$ cat config.mk
export PLATFORM = sky130hd
export DESIGN_NAME = bitmap_rank_find_engine
export DESIGN_NICKNAME = d
export VERILOG_FILES = /design/src/hw/rtl/brfe_pkg.sv /design/src/hw/rtl/bitmap_rank_find_engine.sv /design/src/hw/rtl/brfe_digit_unit.sv
export VERILOG_INCLUDE_DIRS = /design/src /design/src/hw/rtl
export SDC_FILE = /design/constraint.sdc
export NUM_CORES = 1
export LEC_CHECK = 0
export BUFFER_PORTS_ARGS = -buffer_cell sky130_fd_sc_hd__buf_2
export CAP_MARGIN = 10
export CORE_ASPECT_RATIO = 1.25
export CORE_UTILIZATION = 56
export DETAILED_ROUTE_END_ITERATION = 10
export MAX_ROUTING_LAYER = met4
export PLACE_DENSITY = 0.82
export SYNTH_ARGS = -nofsm -noshare
export SYNTH_HDL_FRONTEND = slang
export SYNTH_SLANG_ARGS = --single-unit
$ cat constraint.sdc
create_clock -name clk -period 5.1 [get_ports clk]
set_clock_uncertainty 0.2 [all_clocks]
set_input_delay 0.255 -clock clk [delete_from_list [all_inputs] [get_ports clk]]
set_output_delay 0.255 -clock clk [all_outputs]
set_load 0.01 [all_outputs]
$ cat src/hw/rtl/bitmap_rank_find_engine_macros.svh
// Assertion macros for the bitmap rank and find engine.
// Used by the top level only; depends on nothing else.
`ifndef BITMAP_RANK_FIND_ENGINE_MACROS_SVH
`define BITMAP_RANK_FIND_ENGINE_MACROS_SVH

// Checks that the consequent holds in the same cycle as the antecedent.
`define BRFE_ASSERT_NOW(label, clk, rst_n, ante, cons, msg) \
    label: assert property (@(posedge clk) disable iff (!rst_n) (ante) |-> (cons)) \
        else $error(msg);

// Checks that the consequent holds in the cycle after the antecedent.
`define BRFE_ASSERT_NEXT(label, clk, rst_n, ante, cons, msg) \
    label: assert property (@(posedge clk) disable iff (!rst_n) (ante) |=> (cons)) \
        else $error(msg);

`endif

$ cat src/hw/rtl/brfe_pkg.sv
// Shared constants, types and helper functions of the bitmap rank and find engine.
// Used by brfe_digit_unit and bitmap_rank_find_engine; depends on nothing.
`timescale 1ns / 1ps
`default_nettype none

package brfe_pkg;

    localparam int TOTAL_BITS   = 256;
    localparam int DIGIT_W      = 8;
    localparam int OFF_W        = $clog2(DIGIT_W);
    localparam int DIGIT_COUNT  = TOTAL_BITS / DIGIT_W;
    localparam int ADDR_W       = (DIGIT_COUNT > 1) ? $clog2(DIGIT_COUNT) : 1;
    localparam int SPOS_W       = ADDR_W + OFF_W;
    localparam int CNT_W        = $clog2(TOTAL_BITS + 1);
    localparam int POP_W        = $clog2(DIGIT_W + 1);

    localparam int MODE_W       = 3;
    localparam int POS_W        = 8;
    localparam int RES_W        = 9;
    localparam int IN_TDATA_W   = 16;
    localparam int OUT_TDATA_W  = 24;

    localparam logic [MODE_W-1:0] MODE_WRITE = 3'd0;
    localparam logic [MODE_W-1:0] MODE_READ  = 3'd1;
    localparam logic [MODE_W-1:0] MODE_COUNT = 3'd2;
    localparam logic [MODE_W-1:0] MODE_RANK  = 3'd3;
    localparam logic [MODE_W-1:0] MODE_FIND  = 3'd4;

    localparam logic [RES_W-1:0] NEG_ONE_9 = 9'h1FF;

    // Per-digit control handed from the sequencer to the digit unit.
    typedef struct packed {
        logic [MODE_W-1:0] mode;
        logic [OFF_W-1:0]  offset;
        logic              val;
        logic              first;
        logic              last;
    } op_t;

    // Accumulated query state returned by the digit unit.
    typedef struct packed {
        logic [CNT_W-1:0]  count;
        logic              hit;
        logic              found;
        logic [SPOS_W-1:0] found_pos;
    } res_t;

    typedef enum logic [2:0] {
        ST_IDLE   = 3'b001,
        ST_SCAN   = 3'b010,
        ST_FINISH = 3'b100
    } state_t;

    function automatic logic [POP_W-1:0] pop_digit(input logic [DIGIT_W-1:0] d);
        logic [POP_W-1:0] n;
        n = '0;
        for (int i = 0; i < DIGIT_W; i++)
        begin
            n = n + POP_W'(d[i]);
        end
        return n;
    endfunction

    // Index of the lowest set bit; zero when none is set.
    function automatic logic [OFF_W-1:0] first_one(input logic [DIGIT_W-1:0] d);
        logic [OFF_W-1:0] p;
        p = '0;
        for (int i = DIGIT_W - 1; i >= 0; i--)
        begin
            if (d[i])
            begin
                p = OFF_W'(i);
            end
        end
        return p;
    endfunction

    function automatic logic [RES_W-1:0] sat9(input logic [CNT_W-1:0] v);
        logic [RES_W-1:0] r;
        if (32'(v) > 511)
        begin
            r = 9'h1FF;
        end
        else
        begin
            r = RES_W'(v);
        end
        return r;
    endfunction

    function automatic logic [RES_W-1:0] sat_pos(input logic [SPOS_W-1:0] p);
        logic [RES_W-1:0] r;
        if (32'(p) > 255)
        begin
            r = 9'd255;
        end
        else
        begin
            r = RES_W'(p);
        end
        return r;
    endfunction

endpackage

`default_nettype wire

$ cat src/hw/rtl/bitmap_rank_find_engine.sv
// Top level of the bitmap rank and find engine: stream ports, bitmap memory and
// scan sequencer. Depends on brfe_pkg, brfe_digit_unit and the assertion macros header.
`timescale 1ns / 1ps
`default_nettype none
`include "bitmap_rank_find_engine_macros.svh"

// The engine keeps a 256-bit bitmap, all clear after reset, in a memory of 32
// bytes with one valid bit per byte, so a byte never written reads as zero and
// no clearing pass is needed. Every input item gives exactly one result item.
// The map is walked one byte per cycle through a registered memory read and a
// byte-wide accumulator, so the item time is set by how many bytes a query
// touches: write and read touch one byte, rank touches bytes 0 up to the
// position's byte, find touches bytes from the position's byte up to the first
// matching byte or the last byte, count touches all 32 bytes, and unused
// modes touch none. One item is worked on at a time; the next item is
// taken as soon as the current result sits in the output register, even while
// that result is still waiting for the downstream side.
module bitmap_rank_find_engine
(
    input  wire logic                               clk,
    input  wire logic                               rst_n,
    input  wire logic                               s_tvalid,
    output logic                                    s_tready,
    // [7:0] position, [8] bit_value, [15:9] zero
    input  wire logic [brfe_pkg::IN_TDATA_W-1:0]    s_tdata,
    // [2:0] mode
    input  wire logic [brfe_pkg::MODE_W-1:0]        s_tuser,
    output logic                                    m_tvalid,
    input  wire logic                               m_tready,
    // [0] read_bit, [9:1] set_count, [18:10] found_index, [23:19] zero
    output logic [brfe_pkg::OUT_TDATA_W-1:0]        m_tdata
);

    localparam logic [brfe_pkg::ADDR_W-1:0] LAST_ADDR =
        brfe_pkg::ADDR_W'(brfe_pkg::DIGIT_COUNT - 1);

    brfe_pkg::state_t                   state_reg, state_next;

    logic [brfe_pkg::MODE_W-1:0]        mode_reg;
    logic [brfe_pkg::POS_W-1:0]         pos_reg;
    logic                               val_reg;
    logic [brfe_pkg::ADDR_W-1:0]        start_addr_reg, start_addr_next;
    logic [brfe_pkg::ADDR_W-1:0]        end_addr_reg, end_addr_next;
    logic [brfe_pkg::ADDR_W-1:0]        iss_addr_reg, iss_addr_next;
    logic                               iss_on_reg, iss_on_next;
    logic                               proc_on_reg, proc_on_next;
    logic [brfe_pkg::ADDR_W-1:0]        proc_addr_reg;
    logic                               proc_last_reg;

    logic [brfe_pkg::DIGIT_W-1:0]       mem [brfe_pkg::DIGIT_COUNT];
    logic [brfe_pkg::DIGIT_W-1:0]       mem_rd_reg;
    logic                               rd_valid_reg;
    logic [brfe_pkg::DIGIT_COUNT-1:0]   valid_reg;

    logic                               m_tvalid_reg, m_tvalid_next;
    logic                               read_bit_reg;
    logic [brfe_pkg::RES_W-1:0]         set_count_reg;
    logic [brfe_pkg::RES_W-1:0]         found_index_reg;

    logic                               accept;
    logic [brfe_pkg::MODE_W-1:0]        in_mode;
    logic [brfe_pkg::POS_W-1:0]         in_pos;
    logic                               in_pos_ok;
    logic [brfe_pkg::ADDR_W-1:0]        in_digit;
    logic                               scan_needed;
    logic                               iss_last;
    logic                               done_scan;
    logic                               load_out;
    logic [brfe_pkg::OFF_W-1:0]         bit_off;
    logic [brfe_pkg::DIGIT_W-1:0]       cur_digit;
    logic [brfe_pkg::DIGIT_W-1:0]       new_digit;
    logic                               mem_we;

    logic                               res_read_bit;
    logic [brfe_pkg::RES_W-1:0]         res_set_count;
    logic [brfe_pkg::RES_W-1:0]         res_found_index;

    brfe_pkg::op_t                      unit_op;
    brfe_pkg::res_t                     unit_res;

    assign s_tready = (state_reg == brfe_pkg::ST_IDLE);
    assign accept   = s_tvalid && s_tready;
    assign in_mode  = s_tuser;
    assign in_pos   = s_tdata[brfe_pkg::POS_W-1:0];
    assign in_pos_ok = (32'(in_pos) < 32'(brfe_pkg::TOTAL_BITS));
    assign in_digit = brfe_pkg::ADDR_W'(in_pos >> brfe_pkg::OFF_W);

    // Decide which range of bytes the new item walks. Items that need no
    // memory access go straight to the result stage.
    always_comb
    begin
        scan_needed     = 1'b0;
        start_addr_next = start_addr_reg;
        end_addr_next   = end_addr_reg;
        case (in_mode)
            brfe_pkg::MODE_WRITE, brfe_pkg::MODE_READ:
            begin
                scan_needed     = in_pos_ok;
                start_addr_next = in_digit;
                end_addr_next   = in_digit;
            end
            brfe_pkg::MODE_COUNT:
            begin
                scan_needed     = 1'b1;
                start_addr_next = '0;
                end_addr_next   = LAST_ADDR;
            end
            brfe_pkg::MODE_RANK:
            begin
                scan_needed     = in_pos_ok;
                start_addr_next = '0;
                end_addr_next   = in_digit;
            end
            brfe_pkg::MODE_FIND:
            begin
                scan_needed     = in_pos_ok;
                start_addr_next = in_digit;
                end_addr_next   = LAST_ADDR;
            end
            default:
            begin
                scan_needed = 1'b0;
            end
        endcase
    end

    assign iss_last  = (iss_addr_reg == end_addr_reg);
    // A find stops as soon as a match has been recorded.
    assign done_scan = proc_on_reg
                       && (proc_last_reg
                           || (mode_reg == brfe_pkg::MODE_FIND && unit_res.found));
    assign load_out  = (state_reg == brfe_pkg::ST_FINISH) && (!m_tvalid_reg || m_tready);

    always_comb
    begin
        state_next    = state_reg;
        iss_on_next   = iss_on_reg && !iss_last;
        iss_addr_next = (iss_on_reg && !iss_last) ? iss_addr_reg + 1'b1 : iss_addr_reg;
        proc_on_next  = iss_on_reg;
        case (state_reg)
            brfe_pkg::ST_IDLE:
            begin
                if (accept)
                begin
                    if (scan_needed)
                    begin
                        iss_on_next   = 1'b1;
                        iss_addr_next = start_addr_next;
                        state_next    = brfe_pkg::ST_SCAN;
                    end
                    else
                    begin
                        state_next = brfe_pkg::ST_FINISH;
                    end
                end
            end
            brfe_pkg::ST_SCAN:
            begin
                if (done_scan)
                begin
                    iss_on_next  = 1'b0;
                    proc_on_next = 1'b0;
                    state_next   = brfe_pkg::ST_FINISH;
                end
            end
            brfe_pkg::ST_FINISH:
            begin
                if (load_out)
                begin
                    state_next = brfe_pkg::ST_IDLE;
                end
            end
            default:
            begin
                state_next = brfe_pkg::ST_IDLE;
            end
        endcase
    end

    always_ff @(posedge clk or negedge rst_n)
    begin
        if (!rst_n)
        begin
            state_reg    <= brfe_pkg::ST_IDLE;
            iss_on_reg   <= 1'b0;
            proc_on_reg  <= 1'b0;
            rd_valid_reg <= 1'b0;
            valid_reg    <= '0;
            m_tvalid_reg <= 1'b0;
        end
        else
        begin
            state_reg    <= state_next;
            iss_on_reg   <= iss_on_next;
            proc_on_reg  <= proc_on_next;
            m_tvalid_reg <= m_tvalid_next;
            if (iss_on_reg)
            begin
                rd_valid_reg <= valid_reg[iss_addr_reg];
            end
            if (mem_we)
            begin
                valid_reg[proc_addr_reg] <= 1'b1;
            end
        end
    end

    always_ff @(posedge clk)
    begin
        if (accept)
        begin
            mode_reg       <= in_mode;
            pos_reg        <= in_pos;
            val_reg        <= s_tdata[brfe_pkg::POS_W];
            start_addr_reg <= start_addr_next;
            end_addr_reg   <= end_addr_next;
        end
        iss_addr_reg  <= iss_addr_next;
        proc_addr_reg <= iss_addr_reg;
        proc_last_reg <= iss_last;
    end

    // Bitmap memory: one registered read port for the scan, one write port for
    // the read-modify-write of a single bit.
    assign bit_off   = pos_reg[brfe_pkg::OFF_W-1:0];
    assign cur_digit = rd_valid_reg ? mem_rd_reg : '0;
    assign new_digit = (cur_digit & ~(brfe_pkg::DIGIT_W'(1) << bit_off))
                       | (brfe_pkg::DIGIT_W'(val_reg) << bit_off);
    assign mem_we    = proc_on_reg && (mode_reg == brfe_pkg::MODE_WRITE);

    always_ff @(posedge clk)
    begin
        if (mem_we)
        begin
            mem[proc_addr_reg] <= new_digit;
        end
        if (iss_on_reg)
        begin
            mem_rd_reg <= mem[iss_addr_reg];
        end
    end

    assign unit_op.mode   = mode_reg;
    assign unit_op.offset = bit_off;
    assign unit_op.val    = val_reg;
    assign unit_op.first  = (proc_addr_reg == start_addr_reg);
    assign unit_op.last   = proc_last_reg;

    brfe_digit_unit u_digit
    (
        .clk   (clk),
        .rst_n (rst_n),
        .clear (accept),
        .step  (proc_on_reg),
        .digit (cur_digit),
        .addr  (proc_addr_reg),
        .op    (unit_op),
        .res   (unit_res)
    );

    // Result formatting. The unit is cleared on accept, so items that skip the
    // scan see no hit and no match, which gives zero or minus one as required.
    always_comb
    begin
        res_read_bit    = 1'b0;
        res_set_count   = '0;
        res_found_index = '0;
        case (mode_reg)
            brfe_pkg::MODE_READ:
            begin
                res_read_bit = unit_res.hit;
            end
            brfe_pkg::MODE_COUNT:
            begin
                res_set_count = brfe_pkg::sat9(unit_res.count);
            end
            brfe_pkg::MODE_RANK:
            begin
                res_found_index = unit_res.hit ? brfe_pkg::sat9(unit_res.count)
                                               : brfe_pkg::NEG_ONE_9;
            end
            brfe_pkg::MODE_FIND:
            begin
                res_found_index = unit_res.found ? brfe_pkg::sat_pos(unit_res.found_pos)
                                                 : brfe_pkg::NEG_ONE_9;
            end
            default:
            begin
                res_read_bit = 1'b0;
            end
        endcase
    end

    assign m_tvalid_next = load_out || (m_tvalid_reg && !m_tready);

    always_ff @(posedge clk)
    begin
        if (load_out)
        begin
            read_bit_reg    <= res_read_bit;
            set_count_reg   <= res_set_count;
            found_index_reg <= res_found_index;
        end
    end

    assign m_tvalid = m_tvalid_reg;
    assign m_tdata  = {5'b0, found_index_reg, set_count_reg, read_bit_reg};

    `BRFE_ASSERT_NOW(a_idle_no_scan, clk, rst_n, s_tready, !iss_on_reg && !proc_on_reg,
        "engine accepts an item while a scan is still running")
    `BRFE_ASSERT_NOW(a_rise_from_finish, clk, rst_n, $rose(m_tvalid),
        $past(state_reg == brfe_pkg::ST_FINISH), "result appeared without a finished item")
    `BRFE_ASSERT_NEXT(a_write_marks_valid, clk, rst_n, mem_we,
        valid_reg[$past(proc_addr_reg)], "written byte not marked valid")
    `BRFE_ASSERT_NOW(a_write_single_byte, clk, rst_n, mem_we,
        proc_last_reg && (proc_addr_reg == start_addr_reg), "write touched more than one byte")

endmodule

`default_nettype wire

$ cat src/hw/rtl/brfe_digit_unit.sv
// Digit-serial accumulator: takes one bitmap digit per step and builds the count,
// read and rank hit and find result. Depends on brfe_pkg.
`timescale 1ns / 1ps
`default_nettype none

module brfe_digit_unit
(
    input  wire logic                          clk,
    input  wire logic                          rst_n,
    input  wire logic                          clear,
    input  wire logic                          step,
    input  wire logic [brfe_pkg::DIGIT_W-1:0]  digit,
    input  wire logic [brfe_pkg::ADDR_W-1:0]   addr,
    input  wire brfe_pkg::op_t                 op,
    output brfe_pkg::res_t                     res
);

    logic [brfe_pkg::CNT_W-1:0]   count_reg;
    logic                         hit_reg;
    logic                         found_reg;
    logic [brfe_pkg::SPOS_W-1:0]  found_pos_reg;

    logic [brfe_pkg::DIGIT_W-1:0] below_mask;
    logic [brfe_pkg::DIGIT_W-1:0] pop_src;
    logic [brfe_pkg::DIGIT_W-1:0] match_bits;
    logic                         add_en;

    always_comb
    begin
        below_mask = (brfe_pkg::DIGIT_W'(1) << op.offset) - brfe_pkg::DIGIT_W'(1);
        pop_src    = digit;
        if (op.mode == brfe_pkg::MODE_RANK && op.last)
        begin
            pop_src = digit & below_mask;
        end
        add_en = op.mode inside {brfe_pkg::MODE_COUNT, brfe_pkg::MODE_RANK};
        // A one marks each bit equal to the searched value; the start digit
        // ignores bits below the start position.
        match_bits = op.val ? digit : ~digit;
        if (op.first)
        begin
            match_bits = match_bits & ~below_mask;
        end
    end

    always_ff @(posedge clk or negedge rst_n)
    begin
        if (!rst_n)
        begin
            count_reg <= '0;
            hit_reg   <= 1'b0;
            found_reg <= 1'b0;
        end
        else if (clear)
        begin
            count_reg <= '0;
            hit_reg   <= 1'b0;
            found_reg <= 1'b0;
        end
        else if (step)
        begin
            if (add_en)
            begin
                count_reg <= count_reg + brfe_pkg::CNT_W'(brfe_pkg::pop_digit(pop_src));
            end
            if ((op.mode inside {brfe_pkg::MODE_READ, brfe_pkg::MODE_RANK}) && op.last)
            begin
                hit_reg <= digit[op.offset];
            end
            if (op.mode == brfe_pkg::MODE_FIND && !found_reg && match_bits != '0)
            begin
                found_reg <= 1'b1;
            end
        end
    end

    always_ff @(posedge clk)
    begin
        if (step && !found_reg && match_bits != '0)
        begin
            found_pos_reg <= {addr, brfe_pkg::first_one(match_bits)};
        end
    end

    assign res.count     = count_reg;
    assign res.hit       = hit_reg;
    assign res.found     = found_reg;
    assign res.found_pos = found_pos_reg;

endmodule

`default_nettype wire
# Word-level counts from Yosys, hierarchy flattened
# Memory sizes are Yosys's and may differ from the RTL's. A register that Yosys moved wholly into a read port is not among the register bits.
# Cells that the tools add are included.
[word_totals] register_bits=105 elab_cells=157 mem_count=1 out_inout_bits=26 mem_bits_rw=256 in_bits=23
[classes] shifts=2 n_lt_le_gt_ge=4 muxes=49 n_eq_ne=16 bitwise_logic=8 n_reduce_logical=43 n_addsub=10
[memory_table] name="mem" depth=32 word_bits=8 read_ports=1 rd_clocked_by_memory_dff=1 wr=1 line_no="bitmap_rank_find_engine.sv:50" rtl="logic [brfe_pkg::DIGIT_W-1:0] mem [brfe_pkg::DIGIT_COUNT];"
[op_table] operator="$mux 9" count=5
[op_table] operator="$mux 8" count=4
[op_table] operator="$or 32x32->32" count=1
[op_table] operator="$add 4x1->4" count=6
[op_table] operator="$and 8x8->8" count=3
[op_table] operator="$mux 3" count=8
[op_table] operator="$not 8->8" count=3
[op_table] operator="$mux 5" count=4
[op_table] operator="$pmux 5 s2" count=2
[op_table] operator="$mux 1" count=18
[op_table] operator="$pmux 9 s2" count=1
[op_table] operator="$eq 3x2->1 const B" count=5
[op_table] operator="$logic_and 1x1->1" count=14
[op_table] operator="$reduce_bool 2->1" count=7
[op_table] operator="$lt 5x6->1 const B" count=2
[op_table] operator="$eq 5x5->1" count=2
[op_table] operator="$add 9x4->9" count=1
[op_table] operator="$eq 3x1->1 const B" count=3
[op_table] operator="$eq 3x3->1 const B" count=3
[op_table] operator="$pmux 3 s3" count=1
[op_table] operator="$or 8x8->8" count=1
[op_table] operator="$reduce_and 2->1" count=4
[op_table] operator="$reduce_bool 8->1" count=1
[op_table] operator="$shl 1x3->8" count=1
[op_table] operator="21 further kinds" count=32

# Depth between registers and ports, before layout
[depth] word_depth=15 mapped_depth=19 ltp_nobuf=19

# Hierarchy
# Synthesis repeated with hierarchy kept, for this count alone.
[unflattened] hier_cells=992 area_unflattened_um2=15658.8
[modules_own_cells] module="bitmap_rank_find_engine" area_each_um2=14108.5 seq_area_each_um2=10206.0 n_inst=1 cells_each=831
[modules_own_cells] module="brfe_digit_unit" area_each_um2=1550.2 seq_area_each_um2=515.5 n_inst=1 cells_each=161

# Least setup slack after synthesis
# OpenSTA, ideal clock, no wires.
[synth_timing] path_type="flip-flop to flip-flop" startpoint="reg pos_reg[0] (netlist name)" endpoint="reg u_digit.count_reg[8] (netlist name)" arrival_ps=4941 synth_period_minus_slack_ps=5294 setup_slack_ps=-194 n_path_buf=1 stages_incl_launch_ff=19 required_ps=4747 setup_ps=153 cell_sequence="edfxtp_1 clkbuf_1 or3b_1 ha_1 a21oi_1 ha_1 fa_1 inv_1 fa_1 fa_1 fa_1 inv_1 fa_1 a21o_1 a21oi_1 nor2_1 nand4_1 xor2_1 nor2_1"
[synth_via] elab_chain_cells=15
[synth_lines] element="start: declaration" line_no="bitmap_rank_find_engine.sv:40" rtl="logic [brfe_pkg::POS_W-1:0] pos_reg;"
[synth_lines] element="start signal: assignment" line_no="bitmap_rank_find_engine.sv:213" rtl="pos_reg <= in_pos;"
[synth_lines] element="$shl 1x3->8 (*)" line_no="brfe_digit_unit.sv:30" rtl="below_mask = (brfe_pkg::DIGIT_W'(1) << op.offset) - brfe_pkg::DIGIT_W'(1);"
[synth_lines] element="$sub 8x2->8 (*)" line_no="brfe_digit_unit.sv:30"
[synth_lines] element="$and 8x8->8 (*)" line_no="brfe_digit_unit.sv:34" rtl="pop_src = digit & below_mask;"
[synth_lines] element="$mux 8 (*)" line_no="brfe_digit_unit.sv:32" rtl="if (op.mode == brfe_pkg::MODE_RANK && op.last)"
[synth_lines] element="$add 1x1->2" line_no="brfe_pkg.sv:59" rtl="n = n + POP_W'(d[i]);"
[synth_lines] element="$add 4x1->4 (5 in a row)" line_no="brfe_pkg.sv:59"
[synth_lines] element="$add 4x1->4 (*)" line_no="brfe_pkg.sv:59"
[synth_lines] element="$add 9x4->9 (*)" line_no="brfe_digit_unit.sv:64" rtl="count_reg <= count_reg + brfe_pkg::CNT_W'(brfe_pkg::pop_digit(pop_src));"
[synth_lines] element="$mux 9 (*)" line_no="brfe_digit_unit.sv:62" rtl="if (add_en)"
[synth_lines] element="$mux 9 (*)" line_no="brfe_digit_unit.sv:60" rtl="else if (step)"
[synth_lines] element="$mux 9 (*)" line_no="brfe_digit_unit.sv:54" rtl="else if (clear)"
[synth_lines] element="end signal: assignment" line_no="brfe_digit_unit.sv:64"
[synth_lines] element="end: declaration" line_no="brfe_digit_unit.sv:18" rtl="logic [brfe_pkg::CNT_W-1:0] count_reg;"
# Mark *: on every way between the ends. The rest lies on a longest branch, timed or not. The select of a mux whose other input is x is not followed.
# A chain may end at the register's enable or synchronous reset.

# Worst setup path after layout
[layout_timing] startpoint="reg pos_reg[1] (netlist name)" endpoint="reg u_digit.count_reg[8] (netlist name)"
# The elaborated chain is that of the path after synthesis.

==> reports/qor.yml <==
grt_pass1_wl_um: 49900
arrival_ps: 5140
powerDensity_nw_per_um2: 330
synth_ff_type: "edfxtp_1"
grt_max_degree: 61
place_hpwl_um: 20600
cp.required_ps: 5270
status: "complete, no violations"
synthToLayoutAreaGrowth_pct: 13.5
total_power_w: 0.00582
ys_ff_latch: 369
min_period_ps: 4960
fin_crit_sh: 0.973
vias_per_cell: 6.14
grt_pass1_vias: 8585
met1Wirelength_um: 12100
start_util: 0.575
hp-class: "primary input to async pin"
drt-total-wl_um: 32000
comb_power_share: 0.007
p_sw_w: 0.00111
cpMostUsedCell: "fa_2"
die_w_um: 151
pwr-share-seq: 0.554
start_kind: "register"
synthTopCellsByArea: "edfxtp_1 (60%), mux4_2 (13%), dfrtp_1 (7.9%)"
syn_inst: 903
cts_sinks: 369
wire_per_inst_um: 23.6
ys_warn_count: 0
setup_slack_ps: 138
io_buffers: 36
antenna_left: 0
worst_pin_slew_ps: 1070
coreArea_sq_um: 27000
ios: 49
clk_latency_ps: 530
chipHeight_um: 188
ys_types: 60
cts_tree: "yes"
setup_violations: 0
yosys.area.top_type: "edfxtp_1"
grtUsageTotal: 0.244
slew_headroom: 0.281
drive_gt1_frac: 0.250
whs_ps: 180
netlist_top_cells_count: "edfxtp_1 (308), mux4_2 (92), nor2_1 (64)"
hold_viol: 0
cp_cell_sequence: "or3b_4, ha_4, and2_4, o21ai_2, a31oi_2, fa_1, inv_1, fa_1, fa_2, fa_2, inv_2, fa_2, a21o_1, a21oi_2, nor2_2, nand4_1, xor2_1, nor2_1"
synthArstFlopShare: 0.136
grt_setup_unrepaired: "true"
cts_inserted_buffers: 35
htreeDepth: 2
fin_util: 0.653
p_clk_frac: 0.439
via_count: 8326
peakVddDrop_uv: 283
slowest_delay_ps: 540
top_layer: "met4"
drtIter0Drc: 738
num_rows: 67
synth_area_per_cell_sq_um: 17.2
synth-edff-count: 308
critPathKind: "register to register"
gp_congestion: 0.896
wl_met3_um: 1910
setup_tns_ps: 0
largest_register_ffs: 256
fmax_mhz: 202
drv_cap: 0
synth.top_cell.area_share: 0.596
syn_area_sq_um: 15500
die_area_sq_um: 28400
final_nets: 1022
path_clk_slew_ps: 60
clockBufferDepth: 3
post-place-ws_ps: -10.0
swShare: 0.191
grt_overflow: 0
yosysMostFrequentCell: "edfxtp_1"
cts-root-buf: "clkbuf_16"
p_int_w: 0.00470
drc_errors: 0
finalMaxSlewViolations: 0
leakagePower_nw: 5.60
end_kind: "register"
drtPass1Iterations: 5
slowest_stage: "fa_1"
dr_wl_met2_um: 17000
antenna_found_initial: 1
crit_fanout: 5
yosysSeqAreaShare: 0.691
-- path summary, 6_finish.rpt --
path,startpoint,to,cells past startpoint,slack (ps)
max reg2reg,pos_reg[1],u_digit.count_reg[8],18,140
min,rst_n,valid_reg[26],3,180
max,pos_reg[1],u_digit.count_reg[8],18,140
min in group clk,s_tdata[1],pos_reg[1],2,260
max in group asynchronous,rst_n,valid_reg[0],3,3960
min reg2reg,valid_reg[18],valid_reg[18],1,260
-- cell families (layout without fill, tap and decap cells) --
| kind of cell | Yosys count | after routing | synth area share |
|---|---|---|---|
| AOI/OAI and AO/OA | 90 | 90 | 0.0366 |
| adders and majority gates | 15 | 15 | 0.0145 |
| and+or+nand+nor | 237 | 237 | 0.0797 |
| other | 1 | 6 | 0.000242 |
| DFF | 369 | 369 | 0.691 |
| muxes | 106 | 106 | 0.143 |
| buffers and inverters | 55 | 159 | 0.0178 |
| xor gates and xnor gates | 30 | 30 | 0.0169 |
-- critical path, delay by kind of cell, from the launching register on --
family	cells	cell delay [ps]
xor+xnor	1	150
compound gates	4	680
simple gates	5	820
flops	1	420
fa+ha+maj	6	2450
buf+inv	2	90
-- routing by layer --
layer,track usage,vias to the layer above
met5,-,-
li1,-,3665
met4,0.0815,0
met1,0.298,4256
met3,0.0409,77
met2,0.411,328
-- cell usage in the layout, fill, tap and decap left out, drive strengths merged, types with 4 or more instances in the layout --
| master | n |
|---|---|
| edfxtp | 308 |
| mux4 | 92 |
| buf | 68 |
| nor2 | 64 |
| clkbuf | 50 |
| dfrtp | 49 |
| nand2 | 42 |
| or2 | 38 |
| o21ai | 26 |
| nor2b | 21 |
| a21oi | 20 |
| xnor2 | 18 |
| dlygate4sd3 | 16 |
| and2 | 15 |
| nand3 | 12 |
| xor2 | 12 |
| inv | 12 |
| o22ai | 11 |
| dfxtp | 11 |
| ha | 10 |
| nand3b | 9 |
| mux2 | 9 |
| clkinv | 9 |
| nor3 | 6 |
| nand2b | 5 |
| nor3b | 5 |
| a22o | 5 |
| conb | 5 |
| mux2i | 5 |
| fa | 5 |
| nand4 | 4 |
| or3 | 4 |
| and3 | 4 |
-- power groups by stage --
| stage | logic [W] | registers (W) | clock network, W |
|---|---|---|---|
| 2_1_floorplan | 0.0000123 | 0.00329 | 0 |
| 3_3_place_gp | 0.0000299 | 0.00329 | 0 |
| 3_5_place_dp | 0.0000307 | 0.00329 | 0 |
| 4_1_cts | 0.0000400 | 0.00322 | 0.00258 |
| 5_1_grt | 0.0000437 | 0.00322 | 0.00268 |
| 6_report | 0.0000393 | 0.00322 | 0.00255 |
-- area by class of cell --
class | instances | area, sq um
clock buffers | 50 | 1020
repair buffers | 84 | 638
multi-input cells | 483 | 4640
well taps | 345 | 432
inverters | 11 | 41.3
fillers | 1757 | 9380
diodes | 1 | 2.50
flip-flops and latches | 369 | 10700
clock inverters | 14 | 111
-- timing repair --
| action | 4_1_cts | 5_1_grt |
|---|---|---|
| hold buffers | 16 | 0 |
| buffers inserted | 3 | 4 |
| hold endpoints to repair | 74 | 0 |
| endpoints found under the setup margin | 1 | 6 |
| gates resized for setup | 0 | 12 |
| pin swaps | 1 | 13 |
-- through the flow --
step	instances	cell area, sq um
final	1357	17600
after global routing	1357	17600
after CTS	1346	17500
after detailed placement	1263	16100
after global placement	1263	16100
after floorplan	907	15600
Note: power is estimated with default switching activity, not from simulation.
